File: config.mk
export PLATFORM = sky130hd
export DESIGN_NAME = light_gun_report_builder
export DESIGN_NICKNAME = d
export VERILOG_FILES = /design/src/rtl/lgrb_pkg.sv /design/src/rtl/light_gun_report_builder.sv /design/src/rtl/lgrb_pos_unit.sv
export VERILOG_INCLUDE_DIRS = /design/src /design/src/rtl
export SDC_FILE = /design/constraint.sdc
export NUM_CORES = 2
export LEC_CHECK = 0
export ABC_AREA = 1
export BUFFER_PORTS_ARGS = -buffer_cell sky130_fd_sc_hd__buf_2
export CAP_MARGIN = 0
export CELL_PAD_IN_SITES_DETAIL_PLACEMENT = 2
export CELL_PAD_IN_SITES_GLOBAL_PLACEMENT = 2
export CORE_MARGIN = 5
export CORE_UTILIZATION = 30
export CTS_BUF_LIST = sky130_fd_sc_hd__clkbuf_2 sky130_fd_sc_hd__clkbuf_4 sky130_fd_sc_hd__clkbuf_8
export CTS_CLUSTER_SIZE = 14
export DETAILED_ROUTE_END_ITERATION = 7
export PLACE_DENSITY_LB_ADDON = 0.1
export SLEW_MARGIN = 25
export SYNTH_ARGS = -nofsm -noshare
export SYNTH_HDL_FRONTEND = slang
export SYNTH_SLANG_ARGS = --single-unit
File: constraint.sdc
create_clock -name clk -period 9.2 [get_ports clk]
set_input_delay 0.46 -clock clk [delete_from_list [all_inputs] [get_ports clk]]
set_output_delay 0.46 -clock clk [all_outputs]
set_load 0.005 [all_outputs]
File: src/rtl/light_gun_report_builder_macros.svh
// Assertion macros for the light gun report builder.
// Used by the top level only; depends on nothing else.
`ifndef LIGHT_GUN_REPORT_BUILDER_MACROS_SVH
`define LIGHT_GUN_REPORT_BUILDER_MACROS_SVH

// Same-cycle implication, disabled while reset is asserted.
`define LGRB_ASSERT_NOW(label, clk_sig, rst_n, ante, cons, msg) \
	label: assert property (@(posedge clk_sig) disable iff (!(rst_n)) \
		(ante) |-> (cons)) else $error(msg);

// Next-cycle implication, disabled while reset is asserted.
`define LGRB_ASSERT_NEXT(label, clk_sig, rst_n, ante, cons, msg) \
	label: assert property (@(posedge clk_sig) disable iff (!(rst_n)) \
		(ante) |=> (cons)) else $error(msg);

`endif

File: src/rtl/lgrb_pkg.sv
// Shared types and constants of the light gun report builder.
// Used by lgrb_pos_unit, light_gun_report_builder and tb_top; depends on nothing.
package lgrb_pkg;

	localparam int AIM_W    = 16;
	localparam int BTN_W    = 16;
	localparam int POS_W    = 15;
	localparam int SCALE_W  = 17;
	localparam int SPAN_W   = 10;
	localparam int ORIGIN_W = 17;
	localparam int CFG_W    = 17;
	localparam int CFG_IDX_W = 3;
	localparam int LEFT_W   = 4;
	localparam int ACC_W    = 51;

	localparam logic [CFG_IDX_W-1:0] REG_SCALE_X     = 3'd0;
	localparam logic [CFG_IDX_W-1:0] REG_SCALE_Y     = 3'd1;
	localparam logic [CFG_IDX_W-1:0] REG_SPAN_WIDTH  = 3'd2;
	localparam logic [CFG_IDX_W-1:0] REG_SPAN_HEIGHT = 3'd3;
	localparam logic [CFG_IDX_W-1:0] REG_ORIGIN_X    = 3'd4;
	localparam logic [CFG_IDX_W-1:0] REG_ORIGIN_Y    = 3'd5;
	localparam logic [CFG_IDX_W-1:0] REG_PROGRESSIVE = 3'd6;

	localparam logic [SCALE_W-1:0]         RST_SCALE_X     = 17'd59146;
	localparam logic [SCALE_W-1:0]         RST_SCALE_Y     = 17'd61931;
	localparam logic [SPAN_W-1:0]          RST_SPAN_WIDTH  = 10'd640;
	localparam logic [SPAN_W-1:0]          RST_SPAN_HEIGHT = 10'd240;
	localparam logic signed [ORIGIN_W-1:0] RST_ORIGIN_X    = 17'sd390;
	localparam logic signed [ORIGIN_W-1:0] RST_ORIGIN_Y    = 17'sd132;

	localparam int RECAL_REPORTS   = 4;
	localparam int TRIGGER_BIT     = 13;
	localparam int PROGRESSIVE_BIT = 8;

	localparam logic [BTN_W-1:0] TRIG_MASK = BTN_W'(1) << TRIGGER_BIT;
	localparam logic [BTN_W-1:0] PROG_MASK = BTN_W'(1) << PROGRESSIVE_BIT;

	// Half of 65535 * 65536, added before the truncating divide.
	localparam logic signed [ACC_W-1:0] ROUND_HALF = 51'sd2147450880;

	localparam logic [POS_W-1:0] POS_MIN = 15'd1;
	localparam logic [POS_W-1:0] POS_MAX = 15'd32767;

	typedef struct packed {
		logic span;
		logic scale;
		logic sum;
	} lgrb_step_t;

endpackage

File: src/rtl/light_gun_report_builder.sv
// Top level of the light gun report builder: ports, registers, sequencer.
// Depends on lgrb_pkg, lgrb_pos_unit and light_gun_report_builder_macros.svh.
//
//   channel   handshake               payload
//   in        in_valid / in_ready     aim_x aim_y pressed offscreen reload_req recal_req
//   out       out_valid / out_ready   status_word pos_x pos_y
//   cfg       cfg_we                  cfg_idx cfg_wdata
//
// A word runs four steps per axis (span product, gain product, sum, quotient)
// and one to build the report before it is loaded into the output register.
// in_ready is high only while idle, so a new word is taken only after the last
// report is loaded. The next word is accepted while a finished report waits; the
// sequencer holds in its final state while the output register is still full.
// Reset restores the register defaults and clears the recalibration state.
`include "light_gun_report_builder_macros.svh"

module light_gun_report_builder (
	input  logic                                  clk,
	input  logic                                  arst_n,
	input  logic                                  in_valid,
	output logic                                  in_ready,
	input  logic signed [lgrb_pkg::AIM_W-1:0]     aim_x,
	input  logic signed [lgrb_pkg::AIM_W-1:0]     aim_y,
	input  logic [lgrb_pkg::BTN_W-1:0]            pressed,
	input  logic                                  offscreen,
	input  logic                                  reload_req,
	input  logic                                  recal_req,
	output logic                                  out_valid,
	input  logic                                  out_ready,
	output logic [lgrb_pkg::BTN_W-1:0]            status_word,
	output logic [lgrb_pkg::POS_W-1:0]            pos_x,
	output logic [lgrb_pkg::POS_W-1:0]            pos_y,
	input  logic                                  cfg_we,
	input  logic [lgrb_pkg::CFG_IDX_W-1:0]        cfg_idx,
	input  logic [lgrb_pkg::CFG_W-1:0]            cfg_wdata
);
	import lgrb_pkg::*;

	typedef enum logic [5:0] {
		ST_IDLE  = 6'b000001,
		ST_SPAN  = 6'b000010,
		ST_SCALE = 6'b000100,
		ST_SUM   = 6'b001000,
		ST_QUOT  = 6'b010000,
		ST_DONE  = 6'b100000
	} lgrb_state_t;

	lgrb_state_t state_q, state_next;
	logic axis_q;

	logic [SCALE_W-1:0]         scale_x_q, scale_y_q;
	logic [SPAN_W-1:0]          span_width_q, span_height_q;
	logic signed [ORIGIN_W-1:0] origin_x_q, origin_y_q;
	logic                       progressive_q;

	logic signed [AIM_W-1:0] aim_x_q, aim_y_q;
	logic [BTN_W-1:0]        pressed_q;
	logic                    offscreen_q, reload_q, recal_q;

	logic [POS_W-1:0]  calc_x_q, calc_y_q;
	logic [LEFT_W-1:0] recal_left_q;
	logic [POS_W-1:0]  held_x_q, held_y_q;

	logic             out_valid_q;
	logic [BTN_W-1:0] status_q;
	logic [POS_W-1:0] pos_x_q, pos_y_q;

	lgrb_step_t                 step;
	logic signed [AIM_W-1:0]    op_aim;
	logic [SPAN_W-1:0]          op_span;
	logic [SCALE_W-1:0]         op_scale;
	logic signed [ORIGIN_W-1:0] op_origin;
	logic [POS_W-1:0]           unit_pos;

	logic              accept, load_out, start;
	logic [LEFT_W-1:0] left_eff, left_next;
	logic [POS_W-1:0]  held_x_next, held_y_next, rep_x, rep_y;
	logic [BTN_W-1:0]  btn_eff, status_next;

	assign in_ready    = (state_q == ST_IDLE);
	assign accept      = in_valid && in_ready;
	assign load_out    = (state_q == ST_DONE) && (!out_valid_q || out_ready);
	assign out_valid   = out_valid_q;
	assign status_word = status_q;
	assign pos_x       = pos_x_q;
	assign pos_y       = pos_y_q;

	always_ff @(posedge clk or negedge arst_n) begin
		if (!arst_n) begin
			scale_x_q     <= RST_SCALE_X;
			scale_y_q     <= RST_SCALE_Y;
			span_width_q  <= RST_SPAN_WIDTH;
			span_height_q <= RST_SPAN_HEIGHT;
			origin_x_q    <= RST_ORIGIN_X;
			origin_y_q    <= RST_ORIGIN_Y;
			progressive_q <= 1'b0;
		end else if (cfg_we) begin
			case (cfg_idx)
				REG_SCALE_X:     scale_x_q     <= cfg_wdata;
				REG_SCALE_Y:     scale_y_q     <= cfg_wdata;
				REG_SPAN_WIDTH:  span_width_q  <= cfg_wdata[SPAN_W-1:0];
				REG_SPAN_HEIGHT: span_height_q <= cfg_wdata[SPAN_W-1:0];
				REG_ORIGIN_X:    origin_x_q    <= $signed(cfg_wdata);
				REG_ORIGIN_Y:    origin_y_q    <= $signed(cfg_wdata);
				REG_PROGRESSIVE: progressive_q <= cfg_wdata[0];
				default: ;
			endcase
		end
	end

	always_comb begin
		state_next = state_q;
		step       = '0;
		case (state_q)
			ST_IDLE: begin
				if (accept) begin
					state_next = ST_SPAN;
				end
			end
			ST_SPAN: begin
				step.span  = 1'b1;
				state_next = ST_SCALE;
			end
			ST_SCALE: begin
				step.scale = 1'b1;
				state_next = ST_SUM;
			end
			ST_SUM: begin
				step.sum   = 1'b1;
				state_next = ST_QUOT;
			end
			ST_QUOT: begin
				state_next = axis_q ? ST_DONE : ST_SPAN;
			end
			ST_DONE: begin
				if (load_out) begin
					state_next = ST_IDLE;
				end
			end
			default: state_next = ST_IDLE;
		endcase
	end

	always_ff @(posedge clk or negedge arst_n) begin
		if (!arst_n) begin
			state_q <= ST_IDLE;
			axis_q  <= 1'b0;
		end else begin
			state_q <= state_next;
			if (accept) begin
				axis_q <= 1'b0;
			end else if (state_q == ST_QUOT) begin
				axis_q <= ~axis_q;
			end
		end
	end

	always_ff @(posedge clk) begin
		if (accept) begin
			aim_x_q     <= aim_x;
			aim_y_q     <= aim_y;
			pressed_q   <= pressed;
			offscreen_q <= offscreen;
			reload_q    <= reload_req;
			recal_q     <= recal_req;
		end
		if (state_q == ST_QUOT) begin
			if (axis_q) begin
				calc_y_q <= unit_pos;
			end else begin
				calc_x_q <= unit_pos;
			end
		end
	end

	always_comb begin
		if (axis_q) begin
			op_aim    = aim_y_q;
			op_span   = span_height_q;
			op_scale  = scale_y_q;
			op_origin = origin_y_q;
		end else begin
			op_aim    = aim_x_q;
			op_span   = span_width_q;
			op_scale  = scale_x_q;
			op_origin = origin_x_q;
		end
	end

	lgrb_pos_unit u_pos_unit (
		.clk    (clk),
		.step   (step),
		.aim    (op_aim),
		.span   (op_span),
		.scale  (op_scale),
		.origin (op_origin),
		.pos    (unit_pos)
	);

	always_comb begin
		start       = recal_q && (recal_left_q == '0);
		held_x_next = held_x_q;
		held_y_next = held_y_q;
		left_eff    = recal_left_q;
		if (start) begin
			held_x_next = offscreen_q ? '0 : calc_x_q;
			held_y_next = offscreen_q ? '0 : calc_y_q;
			left_eff    = LEFT_W'(RECAL_REPORTS);
		end
		if (left_eff != '0) begin
			left_next = left_eff - LEFT_W'(1);
			btn_eff   = pressed_q | TRIG_MASK;
			rep_x     = (left_next != '0) ? held_x_next : '0;
			rep_y     = (left_next != '0) ? held_y_next : '0;
		end else begin
			left_next = left_eff;
			btn_eff   = reload_q ? (pressed_q | TRIG_MASK) : pressed_q;
			rep_x     = (!offscreen_q && !reload_q) ? calc_x_q : '0;
			rep_y     = (!offscreen_q && !reload_q) ? calc_y_q : '0;
		end
		status_next = ~btn_eff | (progressive_q ? PROG_MASK : '0);
	end

	always_ff @(posedge clk or negedge arst_n) begin
		if (!arst_n) begin
			recal_left_q <= '0;
			held_x_q     <= '0;
			held_y_q     <= '0;
			out_valid_q  <= 1'b0;
		end else begin
			if (load_out) begin
				recal_left_q <= left_next;
				held_x_q     <= held_x_next;
				held_y_q     <= held_y_next;
				out_valid_q  <= 1'b1;
			end else if (out_ready) begin
				out_valid_q  <= 1'b0;
			end
		end
	end

	always_ff @(posedge clk) begin
		if (load_out) begin
			status_q <= status_next;
			pos_x_q  <= rep_x;
			pos_y_q  <= rep_y;
		end
	end

	`LGRB_ASSERT_NEXT(a_busy_after_accept, clk, arst_n, accept, !in_ready,
		"sequencer accepted a word without leaving idle")
	`LGRB_ASSERT_NEXT(a_report_loaded, clk, arst_n, load_out, out_valid && in_ready,
		"report load did not raise out_valid and return to idle")
	`LGRB_ASSERT_NEXT(a_recal_trigger, clk, arst_n, load_out && (recal_left_q != '0),
		!status_word[TRIGGER_BIT], "recalibration report lacks the trigger")
	`LGRB_ASSERT_NOW(a_left_bound, clk, arst_n, 1'b1,
		recal_left_q <= LEFT_W'(RECAL_REPORTS), "recalibration count out of range")

endmodule

File: src/rtl/lgrb_pos_unit.sv
// Shared multiply, accumulate and rounding unit for one axis position.
// Depends on lgrb_pkg; sequenced by light_gun_report_builder.
module lgrb_pos_unit (
	input  logic                                  clk,
	input  lgrb_pkg::lgrb_step_t                  step,
	input  logic signed [lgrb_pkg::AIM_W-1:0]     aim,
	input  logic [lgrb_pkg::SPAN_W-1:0]           span,
	input  logic [lgrb_pkg::SCALE_W-1:0]          scale,
	input  logic signed [lgrb_pkg::ORIGIN_W-1:0]  origin,
	output logic [lgrb_pkg::POS_W-1:0]            pos
);
	import lgrb_pkg::*;

	logic signed [26:0] mul_a;
	logic signed [17:0] mul_b;
	logic signed [44:0] prod;
	logic [24:0]        half_term;
	logic signed [26:0] d_next;
	logic signed [26:0] d_q;
	logic signed [43:0] prod_q;
	logic signed [ACC_W-1:0] acc_q;
	logic signed [ACC_W-1:0] org_ext;
	logic signed [ACC_W-1:0] prod_ext;
	logic [14:0] q0;
	logic [16:0] rem;
	logic [15:0] quot;

	always_comb begin
		if (step.span) begin
			mul_a = $signed({11'b0, ~aim[AIM_W-1], aim[AIM_W-2:0]});
			mul_b = $signed({8'b0, span});
		end else begin
			mul_a = d_q;
			mul_b = $signed({1'b0, scale});
		end
		prod = mul_a * mul_b;
	end

	assign half_term = {span[SPAN_W-1:1], 16'b0} - 25'(span[SPAN_W-1:1]);
	assign d_next    = $signed(prod[26:0]) - $signed({2'b00, half_term});
	assign org_ext   = {{(ACC_W-ORIGIN_W){origin[ORIGIN_W-1]}}, origin};
	assign prod_ext  = {{(ACC_W-44){prod_q[43]}}, prod_q};

	always_ff @(posedge clk) begin
		if (step.span) begin
			d_q <= d_next;
		end
		if (step.scale) begin
			prod_q <= prod[43:0];
		end
		if (step.sum) begin
			acc_q <= prod_ext + (org_ext <<< 32) - (org_ext <<< 16) + ROUND_HALF;
		end
	end

	// The quotient by 65535 uses 65536 = 1 modulo 65535 and one correction.
	always_comb begin
		q0   = acc_q[46:32];
		rem  = {1'b0, acc_q[31:16]} + {2'b00, q0};
		quot = {1'b0, q0} + ((rem >= 17'd65535) ? 16'd1 : 16'd0);
		if (acc_q[ACC_W-1]) begin
			pos = POS_MIN;
		end else if (|acc_q[49:47]) begin
			pos = POS_MAX;
		end else if (quot == 16'd0) begin
			pos = POS_MIN;
		end else if (quot[15]) begin
			pos = POS_MAX;
		end else begin
			pos = quot[14:0];
		end
	end

endmodule

# Word level (Yosys, flattened, before mapping)
# Cells that the tools add are included.
[word_totals]
output_inout_bits = 48
regBits = 380
[classes]
bitwise = 4
n_addsub = 8
n_eq_ne = 14
n_reduce_logical = 26
muxes = 37
magnitude_cmp = 1
multipliers = 1
[op_table]
columns = ["op", "n"]
rows = [
  ["$mux W15", 14],
  ["$add A51 B32 Y51 const B", 1],
  ["$mux W17", 3],
  ["$sub A50 B33 Y51", 1],
  ["$add A44 B49 Y50", 1],
  ["$mul A27 B18 Y44", 1],
  ["$pmux W6 S6", 1],
  ["$mux W14", 2],
  ["$mux W27", 1],
  ["$sub A27 B26 Y27", 1],
  ["$sub A25 B9 Y25", 1],
  ["$reduce_and A2 Y1", 10],
  ["$mux W6", 3],
  ["$add A16 B15 Y17", 1],
  ["$ge A17 B16 Y1 const B", 1],
  ["$add A15 B16 Y16", 1],
  ["$logic_not A16 Y1", 1],
  ["$mux W16", 1],
  ["$not A16 Y16", 1],
  ["$or A16 B9 Y16", 1],
  ["$mux W10", 1],
  ["$eq A3 B3 Y1 const B", 3],
  ["$mux W9", 1],
  ["$mux W1", 8],
  ["21 further kinds", 31],
]

# Longest topological paths before layout
[depth]
depth_word = 8
mapped_depth = 42

# Cells and area by module
# A second synthesis with hierarchy kept.
[unflattened]
hier_cells = 4674
hier_area_um2 = 37983.9
[by_module_without_submodules]
columns = ["module", "seq_area_each_um2", "cells_per_inst", "area_each_um2", "n_inst"]
rows = [
  ["lgrb_pos_unit", 3153.0, 3623, 27360.0, 1],
  ["light_gun_report_builder", 7131.8, 1051, 10623.9, 1],
]

# Worst setup path before layout
# No wires, ideal clock.
[synth_path]
path_kind = "register to register"
from = "register state_q[2]"
to = "register u_pos_unit.d_q[25], data pin"
stages_incl_launch_ff = 33
setup_slack_ps = 1876
required_time_ps = 8941
arrival_ps = 7065
cell_sequence = "dfrtp_1 > nor2_1 > nand4_1 > inv_2 > o21ai_0 > o21ai_0 > buf_2 > nor2_1 > fa_1 > inv_1 > fa_1 > fa_1 > inv_1 > fa_1 > fa_1 > inv_1 > fa_1 > inv_1 > ha_1 > nand2_1 > nor2_1 > nand2_1 > nor3_1 > nand2_1 > nand3_1 > xor2_1 > ha_1 > inv_1 > nor3_1 > nand2_1 > or2_2 > nand3_1 > xor2_1"
[synth_via]
elab_chain_len = 5
[synth_rtl]
columns = ["item", "line_no", "source"]
rows = [
  ["start: declaration", "light_gun_report_builder.sv:48", "lgrb_state_t state_q, state_next;"],
  ["start signal: assignment", "light_gun_report_builder.sv:149", "state_q <= state_next;"],
  ["$eq A6 B2 Y1 *", "light_gun_report_builder.sv:114", "case (state_q)"],
  ["$mux W1 *", "light_gun_report_builder.sv:114", ""],
  ["$mux W27 or $mux W17 (tied branches)", "lgrb_pos_unit.sv:29", "if (step.span) begin"],
  ["$mul A27 B18 Y44 *", "lgrb_pos_unit.sv:36", "prod = mul_a * mul_b;"],
  ["via u_pos_unit.prod[24]", "lgrb_pos_unit.sv:16", "logic signed [44:0] prod;"],
  ["$sub A27 B26 Y27 *", "lgrb_pos_unit.sv:40", "assign d_next = $signed(prod[26:0]) - $signed({2'b00, half_term});"],
  ["via u_pos_unit.d_next[25]", "lgrb_pos_unit.sv:18", "logic signed [26:0] d_next;"],
  ["end signal: assignment", "lgrb_pos_unit.sv:46", "d_q <= d_next;"],
  ["end: declaration", "lgrb_pos_unit.sv:19", "logic signed [26:0] d_q;"],
]
# The timed path passes the listed nets; every way through them passes the cells marked *.
# A chain may end at the register's enable or synchronous reset.

# Worst setup path in the final report
[layout_path]
from = "register axis_q"
to = "register u_pos_unit.d_q[26], data pin"
[layout_via]
elab_chain_len = 5
[layout_rtl]
columns = ["item", "line_no", "source"]
rows = [
  ["start: declaration", "light_gun_report_builder.sv:49", "logic axis_q;"],
  ["start signal: assignment", "light_gun_report_builder.sv:153", "axis_q <= ~axis_q;"],
  ["$mux W16", "light_gun_report_builder.sv:177", "if (axis_q) begin"],
  ["$not A1 Y1", "lgrb_pos_unit.sv:30", "mul_a = $signed({11'b0, ~aim[AIM_W-1], aim[AIM_W-2:0]});"],
  ["$mux W27", "lgrb_pos_unit.sv:29", ""],
  ["$mul A27 B18 Y44 *", "lgrb_pos_unit.sv:36", ""],
  ["via u_pos_unit.prod[15]", "lgrb_pos_unit.sv:16", ""],
  ["$sub A27 B26 Y27 *", "lgrb_pos_unit.sv:40", ""],
  ["via u_pos_unit.d_next[26]", "lgrb_pos_unit.sv:18", ""],
]
# Marks and branches as above.

==> metrics <==
1st-pass router iterations=5; I/O pins=124; gpl congestion=0.900; Root Buffer=clkbuf_8; Pins Over Slew Limit=0; synth unique cells=52; top cells by area, synth=fa_1, edfxtp_1, inv_1, nand2_1, ha_1; Synth top area share=24.3%; Worst-Margin Slew=0.996 ns; hold depth=3; syn nets=5379; most frequent CP cell=nand2_1; top cell type by total area after synthesis=fa_1; # fillers=14600; final setup margin=0.270 ns; Synth Cell Area=37900 sq um; DP HPWL=129000 microns; Avg WL per Cell=23.3 microns; Die Ht=365 microns; synthesized instance count=4629; Worst R2R End=u_pos_unit.d_q[26]; Max Clock Freq=112 MHz; Final Hold Violating Endpoints=0; Num CTS Buffers=69; die width=365 microns; # rows=130; Synth Warn #=0; clk slew on worst S/H paths=0.06 ns; CP peak stage delay=0.61 ns; R2R depth=34; max cap viols=0; Max Root-Sink Buffers=3; Setup Skew=0.0625 ns; asr flop ratio synth=36.1%; IO Port Bufs=123; Starting Density=30.2%; clock latency on the worst-skew pair=0.71 ns; CP endpoint kind=register; final setup fails=0; Hold Startpoint=cfg_wdata[10]; sequential share of the synthesized area=27.2%; first-pass GRT wire length=228000 microns; layout cells sized above 1=9.59%; largest net degree at the start of global routing=69; vias in the first global route=35600; Synth top cells by count=inv_1, nand2_1, nor2_1, fa_1, o21ai_0; Crit Path Class=register to register; htree depth=3; clock sinks=363; dpl ws=0.0695 ns; Nets=5617; TNS Setup=0 ns; Syn Area/Cell=8.18 sq um; cell at the slowest stage of the critical path=dfrtp_4; most common cell in the netlist=inv_1; Worst EP required=9.62 ns; fin crit period=8.93 ns; status=finished, final reports clean; GRT overflow=0; Routed WL=153000 microns; Vias/cell=4.81; Rel. slew slack=33.0%; Synth Flop Type=edfxtp_1; Initial DRC Count=1475; worst r2r src=axis_q; Tcrit/Tclk final=97.1%; Syn-to-layout area delta=13.3%; Post-DP Area=40900 sq um; Yosys reg bits=363; initial antenna violation count=2; CORE AREA=126000 sq um; die area=133000 sq um; CP max FO=19; Vias=31600; post-route cell area=42900 sq um; hold worst-path end=origin_x_q[10]; GRT Total Usage=23.0%; DRC Markers=0; Layout Utilization=34.2%; WP data arrival=9.35 ns; r2r setup slk=0.27 ns; EDFF count, synth=232; CTS tree=built; worst hold path type=input port to register; Startpoint Class=register; post-route ant nets=0
==> through the flow <==
stage               hold WS, ns  cells
CTS                      0.0507   6572
detailed placement        0.470   6393
global route             0.0954   6574
floorplan                 0.164   4629
finish                    0.117   6577
global placement          0.459   6393
==> placed cells by master (no fill, tap or decap), drive strengths merged, types with 2 or more instances in the layout <==
cell type	n
dlygate4sd3	52
nand3b	3
o211ai	7
a21boi	6
dfrtp	99
edfxtp	232
nor2	497
o21a	3
mux2i	9
o22ai	2
clkbuf	103
o31ai	34
nand2	953
dfstp	32
o21bai	17
o21ai	287
and3	7
or2	30
fa	459
buf	225
diode	4
xor2	74
nor4	11
nor3	36
inv	1084
clkinv	19
xnor2	33
a31oi	22
and2	3
nand3	180
nand4	23
clkinvlp	3
a21oi	145
ha	215
a21o	12
==> kinds of logic after synthesis <==
| kind of cell | after synthesis | synth area share, % |
|---|---|---|
| AOI/OAI and AO/OA | 539 | 7.96 |
| muxes | 9 | 0.281 |
| xor gates and xnor gates | 107 | 2.49 |
| and+or+nand+nor | 1744 | 18.6 |
| adders and majority gates | 674 | 31.4 |
| buffers and inverters | 1193 | 12.1 |
| DFF | 363 | 27.2 |
==> sequential cells by signal (all words and copies together), names as in the netlist, 4 cells and up <==
name	cells
origin_x_q	17
u_pos_unit.acc_q	35
aim_y_q	16
held_x_q	15
aim_x_q	16
pos_y	15
calc_x_q	15
u_pos_unit.prod_q	43
pressed_q	16
calc_y_q	15
scale_y_q	17
pos_x	15
scale_x_q	17
span_width_q	10
span_height_q	10
u_pos_unit.d_q	27
status_word	16
state_q	6
held_y_q	15
origin_y_q	17
recal_left_q	4
==> layer usage <==
metal / wire (microns) / up-vias / global-route usage (%) / part of all wire [%]
met4: 3690 / 0 / 5.44 / 2.4
met3: 4230 / 153 / 1.69 / 2.8
met1: 66600 / 16300 / 29.4 / 43
li1: - / 14600 / - / -
met5: 0 / - / 0 / 0
met2: 78900 / 489 / 42.4 / 51
==> how the worst max path moves through the flow <==
stage	startpoint	end	slack, ns	depth (start not counted)
after floorplan	state_q[2]	u_pos_unit.d_q[25]	1.88	32
after global placement	axis_q	u_pos_unit.d_q[25]	0.18	30
after detailed placement	state_q[5]	u_pos_unit.d_q[19]	0.07	33
after CTS	state_q[5]	u_pos_unit.d_q[26]	0.02	35
after global routing	axis_q	u_pos_unit.d_q[26]	-0.002	34
final	axis_q	u_pos_unit.d_q[26]	0.27	34
==> final cells by class <==
cell class | instances | area [sq um] | area share, %
Tap cell | 1650 | 2060 | 4.81
Antenna cell | 4 | 10.0 | 0.0233
Sequential cell | 363 | 10300 | 24.0
Inverter | 1083 | 4070 | 9.50
Clock buffer | 103 | 1240 | 2.90
Timing Repair Buffer | 277 | 1930 | 4.51
Multi-Input combinational cell | 3073 | 23100 | 53.8
Clock inverter | 24 | 200 | 0.467
==> what timing repair did <==
action,4_1_cts,5_1_grt
endpoints found under the hold margin,107,0
setup buffers,0,1
endpoints found under the setup margin,0,12
resized for setup,0,18
hold buffers,52,0
==> critical path: cells and delay by family (launching register included) <==
kind | cells | cell delay [ns]
fa+ha+maj | 8 | 3.29
xor+xnor | 1 | 0.40
compound gates | 3 | 1.24
flops | 1 | 0.61
simple gates | 14 | 1.90
buf+inv | 8 | 1.20
Power is left out: the tool's default activity adds up to more than one toggle a clock period on the data nets, which glitch-free logic cannot reach.
